File: config.mk
export PLATFORM = sky130hd
export DESIGN_NAME = epoch_day_date_converter
export DESIGN_NICKNAME = d
export VERILOG_FILES = /design/src/hw/rtl/eddc_pkg.sv /design/src/hw/rtl/epoch_day_date_converter.sv
export SDC_FILE = /design/constraint.sdc
export NUM_CORES = 1
export LEC_CHECK = 0
export BUFFER_PORTS_ARGS = -buffer_cell sky130_fd_sc_hd__buf_2
export CAP_MARGIN = 5
export CELL_PAD_IN_SITES_DETAIL_PLACEMENT = 1
export CELL_PAD_IN_SITES_GLOBAL_PLACEMENT = 1
export CORE_MARGIN = 3
export CORE_UTILIZATION = 50
export CTS_CLUSTER_DIAMETER = 60
export DETAILED_ROUTE_END_ITERATION = 6
export PLACE_DENSITY = 0.94
export REMOVE_ABC_BUFFERS = 1
export SYNTH_ARGS = -nofsm -noshare
export SYNTH_HDL_FRONTEND = slang
export SYNTH_SLANG_ARGS = --single-unit
File: constraint.sdc
create_clock -name i_clk -period 10 [get_ports i_clk]
set_input_delay 0.5 -clock i_clk [delete_from_list [all_inputs] [get_ports i_clk]]
set_output_delay 0.5 -clock i_clk [all_outputs]
set_load 0.1 [all_outputs]
File: src/hw/rtl/eddc_pkg.sv
// ============================================================================
// eddc_pkg
// Shared widths, codes and the control store of the epoch day converter.
// ============================================================================
package eddc_pkg;

    localparam int COUNT_W = 22;
    localparam int YEAR_W  = 14;
    localparam int MONTH_W = 4;
    localparam int DAY_W   = 5;
    localparam int STAT_W  = 2;
    // The accumulator holds the date sum for the largest allowed MAX_YEAR
    // without wrapping, so the width check sees every overflow.
    localparam int ACC_W   = 25;
    localparam int STEP_W  = 4;

    localparam int EPOCH_YEAR = 1970;
    localparam logic [1:0] EPOCH_MOD4   = 2'd2;
    localparam logic [6:0] EPOCH_MOD100 = 7'd70;
    localparam logic [8:0] EPOCH_MOD400 = 9'd370;

    localparam logic [STAT_W-1:0] ST_OK    = 2'd0;
    localparam logic [STAT_W-1:0] ST_BAD   = 2'd1;
    localparam logic [STAT_W-1:0] ST_RANGE = 2'd2;

    typedef logic [STEP_W-1:0] t_step;

    // Step addresses of the control program.
    localparam t_step S_DISPATCH  = 4'd0;
    localparam t_step S_YWALK     = 4'd1;
    localparam t_step S_YCHK      = 4'd2;
    localparam t_step S_MWALK     = 4'd3;
    localparam t_step S_D2C_OK    = 4'd4;
    localparam t_step S_D2C_RNG   = 4'd5;
    localparam t_step S_C2D_START = 4'd6;
    localparam t_step S_YSUM      = 4'd7;
    localparam t_step S_DCHK      = 4'd8;
    localparam t_step S_MSUM      = 4'd9;
    localparam t_step S_DAY       = 4'd10;
    localparam t_step S_WIDTH     = 4'd11;
    localparam t_step S_C2D_OK    = 4'd12;
    localparam t_step S_C2D_RNG   = 4'd13;
    localparam t_step S_C2D_BAD   = 4'd14;

    typedef enum logic [3:0] {
        C_ALWAYS,
        C_ACT_DATE,
        C_YSTOP,
        C_YOVER,
        C_MSTOP,
        C_YBAD,
        C_YREACH,
        C_DATE_BAD,
        C_MREACH,
        C_TOO_WIDE
    } t_cond;

    typedef enum logic [2:0] {
        ACC_HOLD,
        ACC_LOAD,
        ACC_CLEAR,
        ACC_SUB_Y,
        ACC_SUB_M,
        ACC_ADD_Y,
        ACC_ADD_M,
        ACC_ADD_D
    } t_acc_op;

    typedef enum logic [1:0] {
        YR_HOLD,
        YR_INIT,
        YR_INC
    } t_yr_op;

    typedef enum logic [1:0] {
        MO_HOLD,
        MO_INIT,
        MO_INC
    } t_mo_op;

    typedef enum logic [2:0] {
        RES_NONE,
        RES_D2C_OK,
        RES_D2C_RANGE,
        RES_C2D_OK,
        RES_C2D_BAD,
        RES_C2D_RANGE
    } t_res;

    // When gate is set, the datapath operations run only while the
    // condition is false; that turns one word into a loop body.
    typedef struct packed {
        t_cond   cond;
        t_step   jt;
        t_step   jf;
        logic    gate;
        t_acc_op acc;
        t_yr_op  yr;
        t_mo_op  mo;
        t_res    res;
    } t_uword;

    function automatic t_uword uw(t_cond c, t_step jt, t_step jf, logic g,
                                  t_acc_op a, t_yr_op y, t_mo_op m, t_res r);
        t_uword w;
        w.cond = c;
        w.jt   = jt;
        w.jf   = jf;
        w.gate = g;
        w.acc  = a;
        w.yr   = y;
        w.mo   = m;
        w.res  = r;
        return w;
    endfunction

    function automatic t_uword ucode(t_step pc);
        t_uword w;
        unique case (pc)
            S_DISPATCH:  w = uw(C_ACT_DATE, S_C2D_START, S_YWALK, 1'b0,
                                ACC_LOAD, YR_INIT, MO_INIT, RES_NONE);
            S_YWALK:     w = uw(C_YSTOP, S_YCHK, S_YWALK, 1'b1,
                                ACC_SUB_Y, YR_INC, MO_HOLD, RES_NONE);
            S_YCHK:      w = uw(C_YOVER, S_D2C_RNG, S_MWALK, 1'b0,
                                ACC_HOLD, YR_HOLD, MO_HOLD, RES_NONE);
            S_MWALK:     w = uw(C_MSTOP, S_D2C_OK, S_MWALK, 1'b1,
                                ACC_SUB_M, YR_HOLD, MO_INC, RES_NONE);
            S_D2C_OK:    w = uw(C_ALWAYS, S_DISPATCH, S_DISPATCH, 1'b0,
                                ACC_HOLD, YR_HOLD, MO_HOLD, RES_D2C_OK);
            S_D2C_RNG:   w = uw(C_ALWAYS, S_DISPATCH, S_DISPATCH, 1'b0,
                                ACC_HOLD, YR_HOLD, MO_HOLD, RES_D2C_RANGE);
            S_C2D_START: w = uw(C_YBAD, S_C2D_RNG, S_YSUM, 1'b0,
                                ACC_CLEAR, YR_HOLD, MO_HOLD, RES_NONE);
            S_YSUM:      w = uw(C_YREACH, S_DCHK, S_YSUM, 1'b1,
                                ACC_ADD_Y, YR_INC, MO_HOLD, RES_NONE);
            S_DCHK:      w = uw(C_DATE_BAD, S_C2D_BAD, S_MSUM, 1'b0,
                                ACC_HOLD, YR_HOLD, MO_HOLD, RES_NONE);
            S_MSUM:      w = uw(C_MREACH, S_DAY, S_MSUM, 1'b1,
                                ACC_ADD_M, YR_HOLD, MO_INC, RES_NONE);
            S_DAY:       w = uw(C_ALWAYS, S_WIDTH, S_WIDTH, 1'b0,
                                ACC_ADD_D, YR_HOLD, MO_HOLD, RES_NONE);
            S_WIDTH:     w = uw(C_TOO_WIDE, S_C2D_RNG, S_C2D_OK, 1'b0,
                                ACC_HOLD, YR_HOLD, MO_HOLD, RES_NONE);
            S_C2D_OK:    w = uw(C_ALWAYS, S_DISPATCH, S_DISPATCH, 1'b0,
                                ACC_HOLD, YR_HOLD, MO_HOLD, RES_C2D_OK);
            S_C2D_RNG:   w = uw(C_ALWAYS, S_DISPATCH, S_DISPATCH, 1'b0,
                                ACC_HOLD, YR_HOLD, MO_HOLD, RES_C2D_RANGE);
            S_C2D_BAD:   w = uw(C_ALWAYS, S_DISPATCH, S_DISPATCH, 1'b0,
                                ACC_HOLD, YR_HOLD, MO_HOLD, RES_C2D_BAD);
            default:     w = uw(C_ALWAYS, S_DISPATCH, S_DISPATCH, 1'b0,
                                ACC_HOLD, YR_HOLD, MO_HOLD, RES_C2D_BAD);
        endcase
        return w;
    endfunction

    // Month length; months outside 1..12 are never looked up for a result.
    function automatic logic [DAY_W-1:0] month_len(logic [MONTH_W-1:0] m, logic leap);
        logic [DAY_W-1:0] len;
        case (m)
            4'd2:    len = leap ? 5'd29 : 5'd28;
            4'd4:    len = 5'd30;
            4'd6:    len = 5'd30;
            4'd9:    len = 5'd30;
            4'd11:   len = 5'd30;
            default: len = 5'd31;
        endcase
        return len;
    endfunction

endpackage

File: src/hw/rtl/epoch_day_date_converter.sv
// ============================================================================
// epoch_day_date_converter
// Converts between a day count since 1970-01-01 and a Gregorian date with a
// small microcoded sequencer that walks years and months one per cycle.
// ============================================================================
//
//  Channel   Handshake                  Payload
//  --------  -------------------------  ---------------------------------------
//  input     i_in_valid / o_in_ready    i_action, i_days_in, i_year_in,
//                                       i_month_in, i_day_in
//  output    o_out_valid / i_out_ready  o_year_out, o_month_out, o_day_out,
//                                       o_count_out, o_status
//
//  A transaction walks one year per step and then one month per step,
//  plus up to five control steps for a day count or up to eight for a date,
//  and the sequencer then idles with o_in_ready high before it takes the
//  next request. The year loop of the sequencer dominates the time from
//  one accept to the next.
//  Reset clears the sequencer and the output valid; there is no clearing pass.
//  A new transaction is taken while a result waits at the output; the
//  sequencer stalls on its final step until the output register is free.
module epoch_day_date_converter #(
    parameter int MAX_YEAR = 9999
) (
    input  logic                            i_clk,
    input  logic                            i_rst_n,
    input  logic                            i_in_valid,
    output logic                            o_in_ready,
    input  logic                            i_action,
    input  logic [eddc_pkg::COUNT_W-1:0]    i_days_in,
    input  logic [eddc_pkg::YEAR_W-1:0]     i_year_in,
    input  logic [eddc_pkg::MONTH_W-1:0]    i_month_in,
    input  logic [eddc_pkg::DAY_W-1:0]      i_day_in,
    output logic                            o_out_valid,
    input  logic                            i_out_ready,
    output logic [eddc_pkg::YEAR_W-1:0]     o_year_out,
    output logic [eddc_pkg::MONTH_W-1:0]    o_month_out,
    output logic [eddc_pkg::DAY_W-1:0]      o_day_out,
    output logic [eddc_pkg::COUNT_W-1:0]    o_count_out,
    output logic [eddc_pkg::STAT_W-1:0]     o_status
);
    import eddc_pkg::*;

    // The year register must hold MAX_YEAR + 1 after the last walk step.
    localparam int YW   = $clog2(MAX_YEAR + 2);
    localparam int CMPW = (YW > YEAR_W) ? YW : YEAR_W;
    localparam logic [CMPW-1:0] MAXY_C  = CMPW'(MAX_YEAR);
    localparam logic [CMPW-1:0] EPOCH_C = CMPW'(EPOCH_YEAR);

    // Sequencer control
    logic          r_busy, n_busy;
    t_step         r_pc, n_pc;
    t_uword        w_uw;
    logic          w_cond;
    logic          w_exec;
    logic          w_out_free;
    logic          w_finish;

    // Captured request
    logic                 r_action;
    logic [COUNT_W-1:0]   r_count_in;
    logic [YEAR_W-1:0]    r_year_in;
    logic [MONTH_W-1:0]   r_month_in;
    logic [DAY_W-1:0]     r_day_in;

    // Datapath
    logic [YW-1:0]        r_year, n_year;
    logic [1:0]           r_mod4, n_mod4;
    logic [6:0]           r_mod100, n_mod100;
    logic [8:0]           r_mod400, n_mod400;
    logic [MONTH_W-1:0]   r_month, n_month;
    logic [ACC_W-1:0]     r_acc, n_acc;

    logic                 w_leap;
    logic [8:0]           w_ylen;
    logic [DAY_W-1:0]     w_mlen;
    logic [DAY_W-1:0]     w_mlen_in;
    logic [CMPW-1:0]      w_year_ext;
    logic [CMPW-1:0]      w_year_in_ext;

    // Output register
    logic                 r_out_valid, n_out_valid;
    logic [YEAR_W-1:0]    r_year_out, n_year_out;
    logic [MONTH_W-1:0]   r_month_out, n_month_out;
    logic [DAY_W-1:0]     r_day_out, n_day_out;
    logic [COUNT_W-1:0]   r_count_out, n_count_out;
    logic [STAT_W-1:0]    r_status, n_status;

    assign w_uw          = ucode(r_pc);
    assign w_leap        = ((r_mod4 == 2'd0) && (r_mod100 != 7'd0)) || (r_mod400 == 9'd0);
    assign w_ylen        = w_leap ? 9'd366 : 9'd365;
    assign w_mlen        = month_len(r_month, w_leap);
    assign w_mlen_in     = month_len(r_month_in, w_leap);
    assign w_year_ext    = CMPW'(r_year);
    assign w_year_in_ext = CMPW'(r_year_in);

    always_comb begin
        unique case (w_uw.cond)
            C_ALWAYS:   w_cond = 1'b1;
            C_ACT_DATE: w_cond = r_action;
            C_YSTOP:    w_cond = (w_year_ext > MAXY_C) || (r_acc < ACC_W'(w_ylen));
            C_YOVER:    w_cond = (w_year_ext > MAXY_C);
            C_MSTOP:    w_cond = (r_month == 4'd12) || (r_acc < ACC_W'(w_mlen));
            C_YBAD:     w_cond = (w_year_in_ext < EPOCH_C) || (w_year_in_ext > MAXY_C);
            C_YREACH:   w_cond = (w_year_ext == w_year_in_ext);
            // The year walk has finished here, so the leap flag is that of year_in.
            C_DATE_BAD: w_cond = (r_month_in == 4'd0) || (r_month_in > 4'd12)
                                 || (r_day_in == 5'd0) || (r_day_in > w_mlen_in);
            C_MREACH:   w_cond = (r_month == r_month_in);
            C_TOO_WIDE: w_cond = (r_acc[ACC_W-1:COUNT_W] != '0);
            default:    w_cond = 1'b1;
        endcase
    end

    assign w_out_free = !r_out_valid || i_out_ready;
    assign w_finish   = r_busy && (w_uw.res != RES_NONE) && w_out_free;
    assign w_exec     = r_busy && !(w_uw.gate && w_cond);
    assign o_in_ready = !r_busy;

    always_comb begin
        n_busy = r_busy;
        n_pc   = r_pc;
        if (!r_busy) begin
            if (i_in_valid) begin
                n_busy = 1'b1;
                n_pc   = S_DISPATCH;
            end
        end else if (w_uw.res != RES_NONE) begin
            if (w_out_free) begin
                n_busy = 1'b0;
            end
        end else begin
            n_pc = w_cond ? w_uw.jt : w_uw.jf;
        end
    end

    always_comb begin
        n_year   = r_year;
        n_mod4   = r_mod4;
        n_mod100 = r_mod100;
        n_mod400 = r_mod400;
        n_month  = r_month;
        n_acc    = r_acc;
        if (w_exec) begin
            unique case (w_uw.yr)
                YR_INIT: begin
                    n_year   = YW'(EPOCH_YEAR);
                    n_mod4   = EPOCH_MOD4;
                    n_mod100 = EPOCH_MOD100;
                    n_mod400 = EPOCH_MOD400;
                end
                YR_INC: begin
                    n_year   = r_year + YW'(1);
                    n_mod4   = r_mod4 + 2'd1;
                    n_mod100 = (r_mod100 == 7'd99) ? 7'd0 : r_mod100 + 7'd1;
                    n_mod400 = (r_mod400 == 9'd399) ? 9'd0 : r_mod400 + 9'd1;
                end
                default: begin
                end
            endcase
            unique case (w_uw.mo)
                MO_INIT: n_month = 4'd1;
                MO_INC:  n_month = r_month + 4'd1;
                default: begin
                end
            endcase
            unique case (w_uw.acc)
                ACC_LOAD:  n_acc = ACC_W'(r_count_in);
                ACC_CLEAR: n_acc = '0;
                ACC_SUB_Y: n_acc = r_acc - ACC_W'(w_ylen);
                ACC_SUB_M: n_acc = r_acc - ACC_W'(w_mlen);
                ACC_ADD_Y: n_acc = r_acc + ACC_W'(w_ylen);
                ACC_ADD_M: n_acc = r_acc + ACC_W'(w_mlen);
                ACC_ADD_D: n_acc = r_acc + ACC_W'(r_day_in) - ACC_W'(1);
                default:   n_acc = r_acc;
            endcase
        end
    end

    always_comb begin
        n_out_valid = r_out_valid;
        n_year_out  = r_year_out;
        n_month_out = r_month_out;
        n_day_out   = r_day_out;
        n_count_out = r_count_out;
        n_status    = r_status;
        if (r_out_valid && i_out_ready) begin
            n_out_valid = 1'b0;
        end
        if (w_finish) begin
            n_out_valid = 1'b1;
            n_year_out  = r_year_in;
            n_month_out = r_month_in;
            n_day_out   = r_day_in;
            n_count_out = '0;
            unique case (w_uw.res)
                RES_D2C_OK: begin
                    n_year_out  = w_year_ext[YEAR_W-1:0];
                    n_month_out = r_month;
                    n_day_out   = r_acc[DAY_W-1:0] + 5'd1;
                    n_count_out = r_count_in;
                    n_status    = ST_OK;
                end
                RES_D2C_RANGE: begin
                    n_year_out  = '0;
                    n_month_out = '0;
                    n_day_out   = '0;
                    n_count_out = r_count_in;
                    n_status    = ST_RANGE;
                end
                RES_C2D_OK: begin
                    n_count_out = r_acc[COUNT_W-1:0];
                    n_status    = ST_OK;
                end
                RES_C2D_BAD: begin
                    n_status    = ST_BAD;
                end
                default: begin
                    n_status    = ST_RANGE;
                end
            endcase
        end
    end

    always_ff @(posedge i_clk) begin
        if (!i_rst_n) begin
            r_busy      <= 1'b0;
            r_pc        <= S_DISPATCH;
            r_out_valid <= 1'b0;
        end else begin
            r_busy      <= n_busy;
            r_pc        <= n_pc;
            r_out_valid <= n_out_valid;
        end
    end

    always_ff @(posedge i_clk) begin
        if (i_in_valid && o_in_ready) begin
            r_action   <= i_action;
            r_count_in <= i_days_in;
            r_year_in  <= i_year_in;
            r_month_in <= i_month_in;
            r_day_in   <= i_day_in;
        end
        r_year      <= n_year;
        r_mod4      <= n_mod4;
        r_mod100    <= n_mod100;
        r_mod400    <= n_mod400;
        r_month     <= n_month;
        r_acc       <= n_acc;
        r_year_out  <= n_year_out;
        r_month_out <= n_month_out;
        r_day_out   <= n_day_out;
        r_count_out <= n_count_out;
        r_status    <= n_status;
    end

    assign o_out_valid = r_out_valid;
    assign o_year_out  = r_year_out;
    assign o_month_out = r_month_out;
    assign o_day_out   = r_day_out;
    assign o_count_out = r_count_out;
    assign o_status    = r_status;

endmodule

==> results of run 1 <==
power breakdown:
group	switching, mW	internal [mW]
clock network	0.345	0.349
registers	0.136	0.948
logic	0.809	0.407
cell type report:
cell class / instances / area (um2) / area share [%]
clock buffer: 20 / 467.9 / 3.548
multi-input combinational: 864 / 6145 / 46.59
clock inverter: 12 / 106.4 / 0.8065
sequential: 182 / 5185 / 39.32
tap: 313 / 391.6 / 2.970
inverter: 89 / 334.1 / 2.533
timing repair buffer: 107 / 558.0 / 4.232
logic make-up after synthesis:
logic type	Yosys count	synth area share (%)
mux	7	0.6226
fa+ha+maj	106	11.44
xor+xnor	75	5.540
simple gates	363	15.39
flops	182	43.73
compound gates	313	18.56
buf+inv	141	4.717
registers in the layout (all words and copies together) (netlist names):
signal and flops:
r_month_in 4, o_status 2, w_uw 22, r_year_in 14
o_year_out 14, o_out_valid 1, r_month 4, r_busy 1
r_year 14, o_month_out 4, r_pc 4, r_count_in 22
o_count_out 22, r_action 1, r_day_in 5, r_mod4 2
o_day_out 5, r_acc 25, r_mod400 9, r_mod100 7
routing by layer:
metal	part of all wire (%)	track usage, %
met2	48	54.20
met5	0	0
met4	5.4	16.88
met3	8.5	5.422
met1	38	39.94
how the worst min path moves through the flow:
stage	startpoint	endpoint
floorplan	r_count_in[9]	r_acc[9]
global route	i_year_in[2]	r_year_in[2]
global placement	r_count_in[9]	r_acc[9]
detailed placement	o_out_valid	o_out_valid
CTS	i_days_in[11]	r_count_in[11]
finish	i_days_in[0]	r_count_in[0]
through the flow:
stage	power, mW	setup slack [ns]
4_1_cts	2.945	4.585
2_1_floorplan	1.865	5.398
6_report	2.993	4.430
3_3_place_gp	2.139	5.165
5_1_grt	3.103	3.999
3_5_place_dp	2.209	4.850
critical path: stages (launching register included):
cell and delay (ns):
edfxtp_1 0.47, nor3_1 0.49, nand3_1 0.16, a21oi_1 0.60, ha_1 0.29, inv_1 0.08, a21oi_1 0.37, o31ai_1 0.22
a31o_2 0.37, nor3_1 0.53, or2_4 0.30, a221o_1 0.31, nand2_1 0.24, inv_1 0.15, ha_1 0.23, inv_1 0.11
or3_1 0.38, a21boi_1 0.18
placed cells by master (no fill, tap or decap), drive strengths merged, types with 5 or more instances in the layout:
cell / netlist / layout
a21boi: 12 / 12
a21oi: 72 / 72
a221o: 6 / 6
a221oi: 12 / 12
a222oi: 7 / 7
a22o: 41 / 41
a31oi: 10 / 10
and2: 23 / 23
and3: 16 / 16
buf: 8 / 107
clkbuf: 44 / 20
clkinv: 0 / 5
dfxtp: 28 / 28
edfxtp: 154 / 154
ha: 102 / 102
inv: 89 / 96
nand2: 95 / 95
nand2b: 13 / 13
nand3: 43 / 43
nand4: 12 / 12
nor2: 75 / 75
nor2b: 22 / 22
nor3: 23 / 23
nor4: 11 / 11
o211ai: 7 / 7
o21a: 6 / 6
o21ai: 64 / 64
o21bai: 8 / 8
o221ai: 14 / 14
o22ai: 7 / 7
o31ai: 7 / 7
or3: 9 / 9
xnor2: 50 / 50
xor2: 25 / 25
==> out/metrics.cfg, run 1 <==
[status]
outcome = completed

[logic_synthesis]
synth_edf_count = 154
synth_seq_cells = 182
synthTopCellsByCount = 154 x edfxtp_1, 102 x ha_1, 95 x nand2_1, 85 x inv_1, 74 x nor2_1
synthDominantCellAreaShare_pct = 39.00
avgSynthCellArea_um2 = 9.989
syn_inst = 1187
yosysMostFrequentCell = edfxtp_1
yosys_warnings = 0
ys.flop_type = edfxtp_1
syn_area_um2 = 11860
seq_area_frac_synth_pct = 43.73
ys_types = 81
synthArstFlopShare_pct = 0
yosys.area.top_type = edfxtp_1
synthTopCellsByArea = edfxtp_1 39%, ha_1 11%, dfxtp_1 4.7%, xnor2_1 3.7%, a21oi_1 3.0%

[sta]
fin_crit_ns = 5.570
tightestPinTransition_ns = 1.126
fmaxAchievable_mhz = 179.5
hold_slack_ns = 0.2112
finalMaxSlewViolations = 0
post-route-period-util_pct = 55.70
hold_viol = 0
finalClockSkew_ns = 0.01526
grt_setup_unrepaired = no
slew_headroom_pct = 24.11
setup_viol = 0
tns_ns = 0

[worst_hold_path]
hold_path_depth = 1
holdCritPathClass = in2reg

[clocking]
numCtsBuffers = 17
cts.sinks = 182
root_buffer = clkbuf_16
cts_hold_repair.buffers = 0
clock_latency_ns = 0.46
cts_tree = yes
ctsResizeCount = 0
cts_setup_buffers = 0
cts_max_level = 4
clockBufferDepth = 2
path_clk_slew_ns = 0.08

[place]
globalplace.congestion = 0.9282
place_hpwl_um = 26650
numPortBuffers = 98
dp_cells = 1555
place_area_um2 = 12610

[route]
vias = 10850
drt_wl_total_um = 42080
drt_iter0_drc = 1438
wire_per_inst_um = 26.52
vias_per_cell = 6.836
ant_nets = 0
drc = 0
dr.pass1.iters = 7

[floorplanning]
initial_core_util_pct = 51.58
fp.dieW_um = 160.0
io_pins = 99
die_h_um = 160.0
rows = 55
core_um2 = 22980
die_area_um2 = 25600

[run]
cap_violations = 0

[finish]
drive_gt1_share_pct = 12.79
fillerInstances = 2589
diodes = 0
finish.utilization_pct = 57.38
syn_to_final_growth_pct = 11.23
nets = 1417
final_cell_area_um2 = 13190
finalNonFillerCells = 1587

[critical_path]
timing.rr.end = w_uw[13]
cp.required_ns = 10.38
r2r_slack_ns = 4.43
crit_path_end = w_uw[13]
cp-start-kind = register
critPathArrivalTime_ns = 5.95
timing.rr.start = r_mod100[2]
cp_max_fo = 8
crit_path_start = r_mod100[2]
reg2regPathDepth = 17
crit_type = reg2reg
worstSetupEndpointType = register

[global_routing]
grt_max_degree = 35
grt_pass1_wl_um = 65620
antenna_found_initial = 0
overflow = 0
grt_usage_pct = 32.26
grt_pass1_vias = 11410

[power]
ir_worst_vdd_v = 0.0001221
leakage_nw = 5.181
powerDensity_nw_per_um2 = 227.0

No activity file was read; power rests on OpenSTA's default activity.
==> run 2, diff against run 1 <==
- CORE_UTILIZATION: 50 -> 43
- PLACE_DENSITY: 0.94 -> 0.87
- clock period: 10 -> 5.1 ns (I/O delays scaled with it)
==> out/metrics.cfg, run 2 (same netlist as run 1, synthesis figures left out) <==
[status]
outcome = completed

[sta]
hold_viol = 0  ; unchanged
finalMaxSlewViolations = 0  ; unchanged
grt_setup_unrepaired = no
tightestPinTransition_ns = 1.121  ; -0.005889 ns
finalClockSkew_ns = 0.02070  ; +0.005442 ns
fmaxAchievable_mhz = 206.1  ; +15%
post-route-period-util_pct = 95.13  ; +39 points
setup_viol = 0  ; unchanged
fin_crit_ns = 4.852  ; -0.7181 ns
setup_slack_ns = 0.2485  ; -4.182 ns
tns_ns = 0  ; unchanged
slew_headroom_pct = 24.96  ; +0.85 points

[finish]
final_common_cell = edfxtp_1
syn_to_final_growth_pct = 16.54
largest-register = r_acc
drive_gt1_share_pct = 13.48  ; +0.68 points
final_cell_mix = 154 x edfxtp_1, 102 x ha_1, 98 x buf_2, 95 x nand2_1, 85 x inv_1
seq_area_um2 = 5185  ; unchanged
nets = 1471  ; +3.8%
diodes = 0  ; unchanged
largest_reg_flops = 25  ; unchanged
fillerInstances = 3010  ; +16%
multi_input_area_um2 = 6158  ; +0.22%

[critical_path]
timing.rr.end = w_uw[13]
cp_max_fo = 8  ; unchanged
slowest_delay_ns = 0.56  ; -0.04 ns
crit_chain = nor4_1 > and3_1 > a21oi_1 > buf_4 > a21oi_1 > ha_1 > nor2b_1 > o2111ai_1 > nand3_1 > or4_1 > nand4_2 > or2_4 > a221o_2 > nand2_1 > inv_1 > ha_1 > inv_1 > or3_1 > a21boi_1
critPathTopFamily = simple AND/OR/NAND/NOR gates
worstSetupEndpointType = register
worstPathBufferInverterCount = 3  ; unchanged
critPathArrivalTime_ns = 5.23  ; -0.72 ns
reg2regPathDepth = 19  ; +2
r2r_slack_ns = 0.25  ; -4.18 ns
slowest_stage = or4_1
cp-start-kind = register
cp.required_ns = 5.48  ; -4.90 ns
crit_type = reg2reg
timing.rr.start = r_mod400[8]

[clocking]
clockBufferDepth = 2  ; unchanged
cts.sinks = 182  ; unchanged
path_clk_slew_ns = 0.10  ; +0.02 ns
clock_latency_ns = 0.47  ; about the same
numCtsBuffers = 17  ; unchanged
root_buffer = clkbuf_16
cts_tree = yes
cts_max_level = 4  ; unchanged

[global_routing]
grt_max_degree = 49  ; +40%
grt_pass1_vias = 11080  ; -2.9%
grt_usage_pct = 27.18  ; -5.1 points
overflow = 0  ; unchanged
grt_pass1_wl_um = 62860  ; -4.2%
antenna_found_initial = 0  ; unchanged

[route]
drt_wl_total_um = 40350  ; -4.1%
vias_per_cell = 6.270  ; -8.3%
drt_iter0_drc = 1199  ; -17%
drc = 0  ; unchanged
vias = 10460  ; -3.5%
ant_nets = 0  ; unchanged
dr.pass1.iters = 7  ; unchanged
wire_per_inst_um = 24.18  ; -8.8%

[floorplanning]
initial_core_util_pct = 43.87  ; -7.7 points
io_pins = 99  ; unchanged
core_um2 = 27030  ; +18%
die_h_um = 172.1  ; +7.5%
fp.dieW_um = 172.1  ; +7.5%
die_area_um2 = 29600  ; +16%
rows = 60  ; +9.1%

[place]
pre_cts_slack_ns = 0.2227  ; -4.627 ns
globalplace.congestion = 0.9258  ; -0.26%
place_hpwl_um = 26300  ; -1.3%
numPortBuffers = 98  ; unchanged

[worst_hold_path]
hp-start = i_days_in[0]
min_to = r_count_in[0]
holdCritPathClass = in2reg
hold_path_depth = 1  ; unchanged

[run]
cap_violations = 0  ; unchanged

[power]
leakage_nw = 5.434  ; +4.9%
powerDensity_nw_per_um2 = 428.2  ; +89%
ir_worst_vdd_v = 0.0002890  ; +140%

==> run 2: cell count changes in the layout (fill, tap and decap cells not counted), moves of 2 or more <==
cell and change:
inv_6 -2, nor3_2 +2, dlygate4sd3_1 +45, buf_4 +9
clkinv_8 +5, nor3_1 -2, inv_12 +4
==> run 2: layout make-up <==
type                    count  area share [%]
inverters                  89           2.418
well taps                 341           3.088
repair buffers            161           7.788
flip-flops and latches    182           37.53
clock buffers              17           3.079
multi-input cells         864           44.57
clock inverters            15           1.530
==> run 2: stage by stage <==
step	utilization, %	hold WS [ns]	area, um2	power (mW)	instances
floorplan	-	0.3336	11630	3.656	1135
global placement	47.04	0.4310	12710	4.229	1592
detailed placement	47.04	0.4334	12710	4.338	1592
CTS	51.06	0.005288	13800	5.812	1669
global route	51.13	0.005259	13820	6.196	1669
finish	51.13	0.01799	13820	5.916	1669
==> run 2: worst max-delay path by stage <==
stage                     cells after the start   startpoint  slack, ns     endpoint
after floorplan                              14  r_mod100[2]       0.50  r_mod100[0]
after global placement                       17  r_mod100[2]       0.62     w_uw[13]
after detailed placement                     17  r_mod100[2]       0.22     w_uw[13]
after CTS                                    17   r_month[0]       0.11     w_uw[13]
after global routing                         19  r_mod400[8]       0.05     w_uw[13]
final                                        19  r_mod400[8]       0.25     w_uw[13]
==> run 2: repair_timing <==
item,CTS,global route
buffers inserted,0,0
hold endpoints to repair,45,0
hold buffers,45,0
endpoints found under the setup margin,0,4
resized for setup,0,4
==> run 2: report_power, final <==
part | switching, mW | internal, mW
Clock | 0.746 | 0.686
Sequential | 0.238 | 1.86
Combinational | 1.56 | 0.831
==> run 2: metal layers <==
metal  track usage (%)  up-vias  routed length, um
met5                 0        -                  0
met4             10.79        0               1426
met3             4.641      120               2819
met2             46.13      542              19550
met1             34.63     5176              16550
li1                  -     4626                  -
==> run 3, diff against run 2 <==
- MAX_ROUTING_LAYER: not set -> met4
==> out/metrics.cfg, run 3 (same netlist as run 1, synthesis figures left out) <==
[status]
outcome = completed

[finish]
nets = 1473  ; +0.14%
fillerInstances = 2995  ; -0.50%
diodes = 0  ; unchanged
finalNonFillerCells = 1671  ; +0.12%
multi_input_area_um2 = 6165  ; +0.10%
largest_reg_flops = 25  ; unchanged
drive_gt1_share_pct = 13.61  ; +0.13 points
final_common_cell = edfxtp_1
syn_to_final_growth_pct = 16.87
seq_area_um2 = 5185  ; unchanged
final_cell_mix = 154 x edfxtp_1, 102 x ha_1, 98 x buf_2, 95 x nand2_1, 85 x inv_1
largest-register = r_acc
final_cell_area_um2 = 13860  ; +0.29%
finish.utilization_pct = 51.27  ; +0.15 points

[clocking]
numCtsBuffers = 17  ; unchanged
cts.sinks = 182  ; unchanged
root_buffer = clkbuf_16
clock_latency_ns = 0.47  ; about the same
path_clk_slew_ns = 0.10  ; about the same
cts_max_level = 4  ; unchanged
cts_tree = yes
clockBufferDepth = 2  ; unchanged

[sta]
fmaxAchievable_mhz = 209.3  ; +1.6%
fin_crit_ns = 4.777  ; -0.07481 ns
slew_headroom_pct = 12.67  ; -12 points
hold_viol = 0  ; unchanged
post-route-period-util_pct = 93.66  ; -1.5 points
grt_setup_unrepaired = no
setup_slack_ns = 0.3233  ; +0.07481 ns
hold_slack_ns = 0.09858  ; +0.08059 ns
tns_ns = 0  ; unchanged
finalClockSkew_ns = 0.02757  ; +0.006867 ns
setup_viol = 0  ; unchanged
finalMaxSlewViolations = 0  ; unchanged
tightestPinTransition_ns = 1.304  ; +0.1835 ns

[global_routing]
grt_pass1_wl_um = 62640  ; -0.35%
overflow = 0  ; unchanged
antenna_found_initial = 0  ; unchanged
grt_pass1_vias = 10990  ; -0.83%
grt_max_degree = 49  ; unchanged
grt_usage_pct = 28.11  ; +0.94 points

[route]
dr.pass1.iters = 5  ; -2
drt_iter0_drc = 1224  ; +2.1%
ant_nets = 0  ; unchanged
drc = 0  ; unchanged
wire_per_inst_um = 24.56  ; +1.6%
drt_wl_total_um = 41050  ; +1.7%
vias = 10600  ; +1.3%
vias_per_cell = 6.344  ; +1.2%

[critical_path]
cp-start-kind = register
worstSetupEndpointType = register
cp.required_ns = 5.40  ; -0.08 ns
critPathArrivalTime_ns = 5.08  ; -0.15 ns
timing.rr.start = r_mod400[8]
slowest_delay_ns = 0.53  ; -0.03 ns
slowest_stage = edfxtp_1
crit_chain = nor4_2 > and3_1 > a21oi_1 > buf_4 > a221oi_1 > ha_1 > nor2b_1 > o211ai_1 > a31oi_1 > a31oi_1 > nand4_2 > or2_4 > a221o_2 > nand2_1 > inv_1 > ha_1 > inv_1 > mux2_2 > o221ai_1
critPathTopFamily = compound AO/OA/AOI/OAI gates
worstPathBufferInverterCount = 3  ; unchanged
crit_path_start = r_mod400[8]
cp_max_fo = 8  ; unchanged
crit_type = reg2reg

[floorplanning]
die_h_um = 172.1  ; unchanged
initial_core_util_pct = 43.87  ; unchanged
core_um2 = 27030  ; unchanged
die_area_um2 = 29600  ; unchanged
rows = 60  ; unchanged
io_pins = 99  ; unchanged
fp.dieW_um = 172.1  ; unchanged

[place]
numPortBuffers = 98  ; unchanged
pre_cts_slack_ns = 0.2504  ; +0.02765 ns
place_area_um2 = 12720  ; about the same
place_hpwl_um = 26600  ; +1.1%
dp_cells = 1593  ; +0.063%
globalplace.congestion = 0.9348  ; +0.97%

[worst_hold_path]
holdCritPathClass = in2reg
hp-start = i_in_valid

[power]
p_total_mw = 6.033  ; +2.0%
powerDensity_nw_per_um2 = 435.3  ; +1.7%
leakage_nw = 5.452  ; +0.33%
ir_worst_vdd_v = 0.0002363  ; -18%

[run]
cap_violations = 0  ; unchanged

-- run 3: cell count changes in the layout (fill, tap and decap cells not counted) --
cell	previous run	this run
buf_4	18	19
clkinv_4	1	0
clkinv_8	6	2
dlygate4sd3_1	45	46
inv_12	4	9
inv_16	0	1
inv_8	2	1
nor4_1	11	10
nor4_2	0	1
-- run 3: what timing repair did --
item	CTS	global route
gates resized for setup	0	5
buffers inserted	0	0
endpoints found under the hold margin	46	0
hold buffers	46	0
endpoints found under the setup margin	0	13
-- run 3: layout make-up --
| type | instances | area share [%] |
|---|---|---|
| repair buffers | 163 | 7.892 |
| clock inverters | 15 | 1.643 |
| inverters | 89 | 2.411 |
| clock buffers | 17 | 3.070 |
| flip-flops and latches | 182 | 37.42 |
| well taps | 341 | 3.079 |
| multi-input cells | 864 | 44.49 |
-- run 3: worst paths after layout --
path / endpoint / slack [ns] / cells past startpoint
max: w_uw[7] / 0.32 / 19
min reg2reg: o_out_valid / 0.54 / 2
max reg2reg: w_uw[7] / 0.32 / 19
min: r_busy / 0.1 / 3
-- run 3: worst min-delay path: cells and delay by family --
kind                   cells  cell delay [ns]
AO/OA/AOI/OAI              1             0.07
buffers and inverters      1             0.11
AND/OR/NAND/NOR            1             0.08
-- run 3: power by group --
group	total, mW	internal, mW	switching, mW
registers	2.09	1.86	0.230
clock network	1.50	0.707	0.790
logic	2.45	0.836	1.61
total	6.03	3.40	2.63
-- run 3: per-layer routing --
layer | vias to the layer above | global-route usage, % | share of wire [%]
met5 | - | - | 0
met4 | 0 | 12.43 | 4.1
met3 | 139 | 4.321 | 7.4
met2 | 568 | 45.92 | 48
met1 | 5249 | 34.68 | 40
li1 | 4644 | - | -
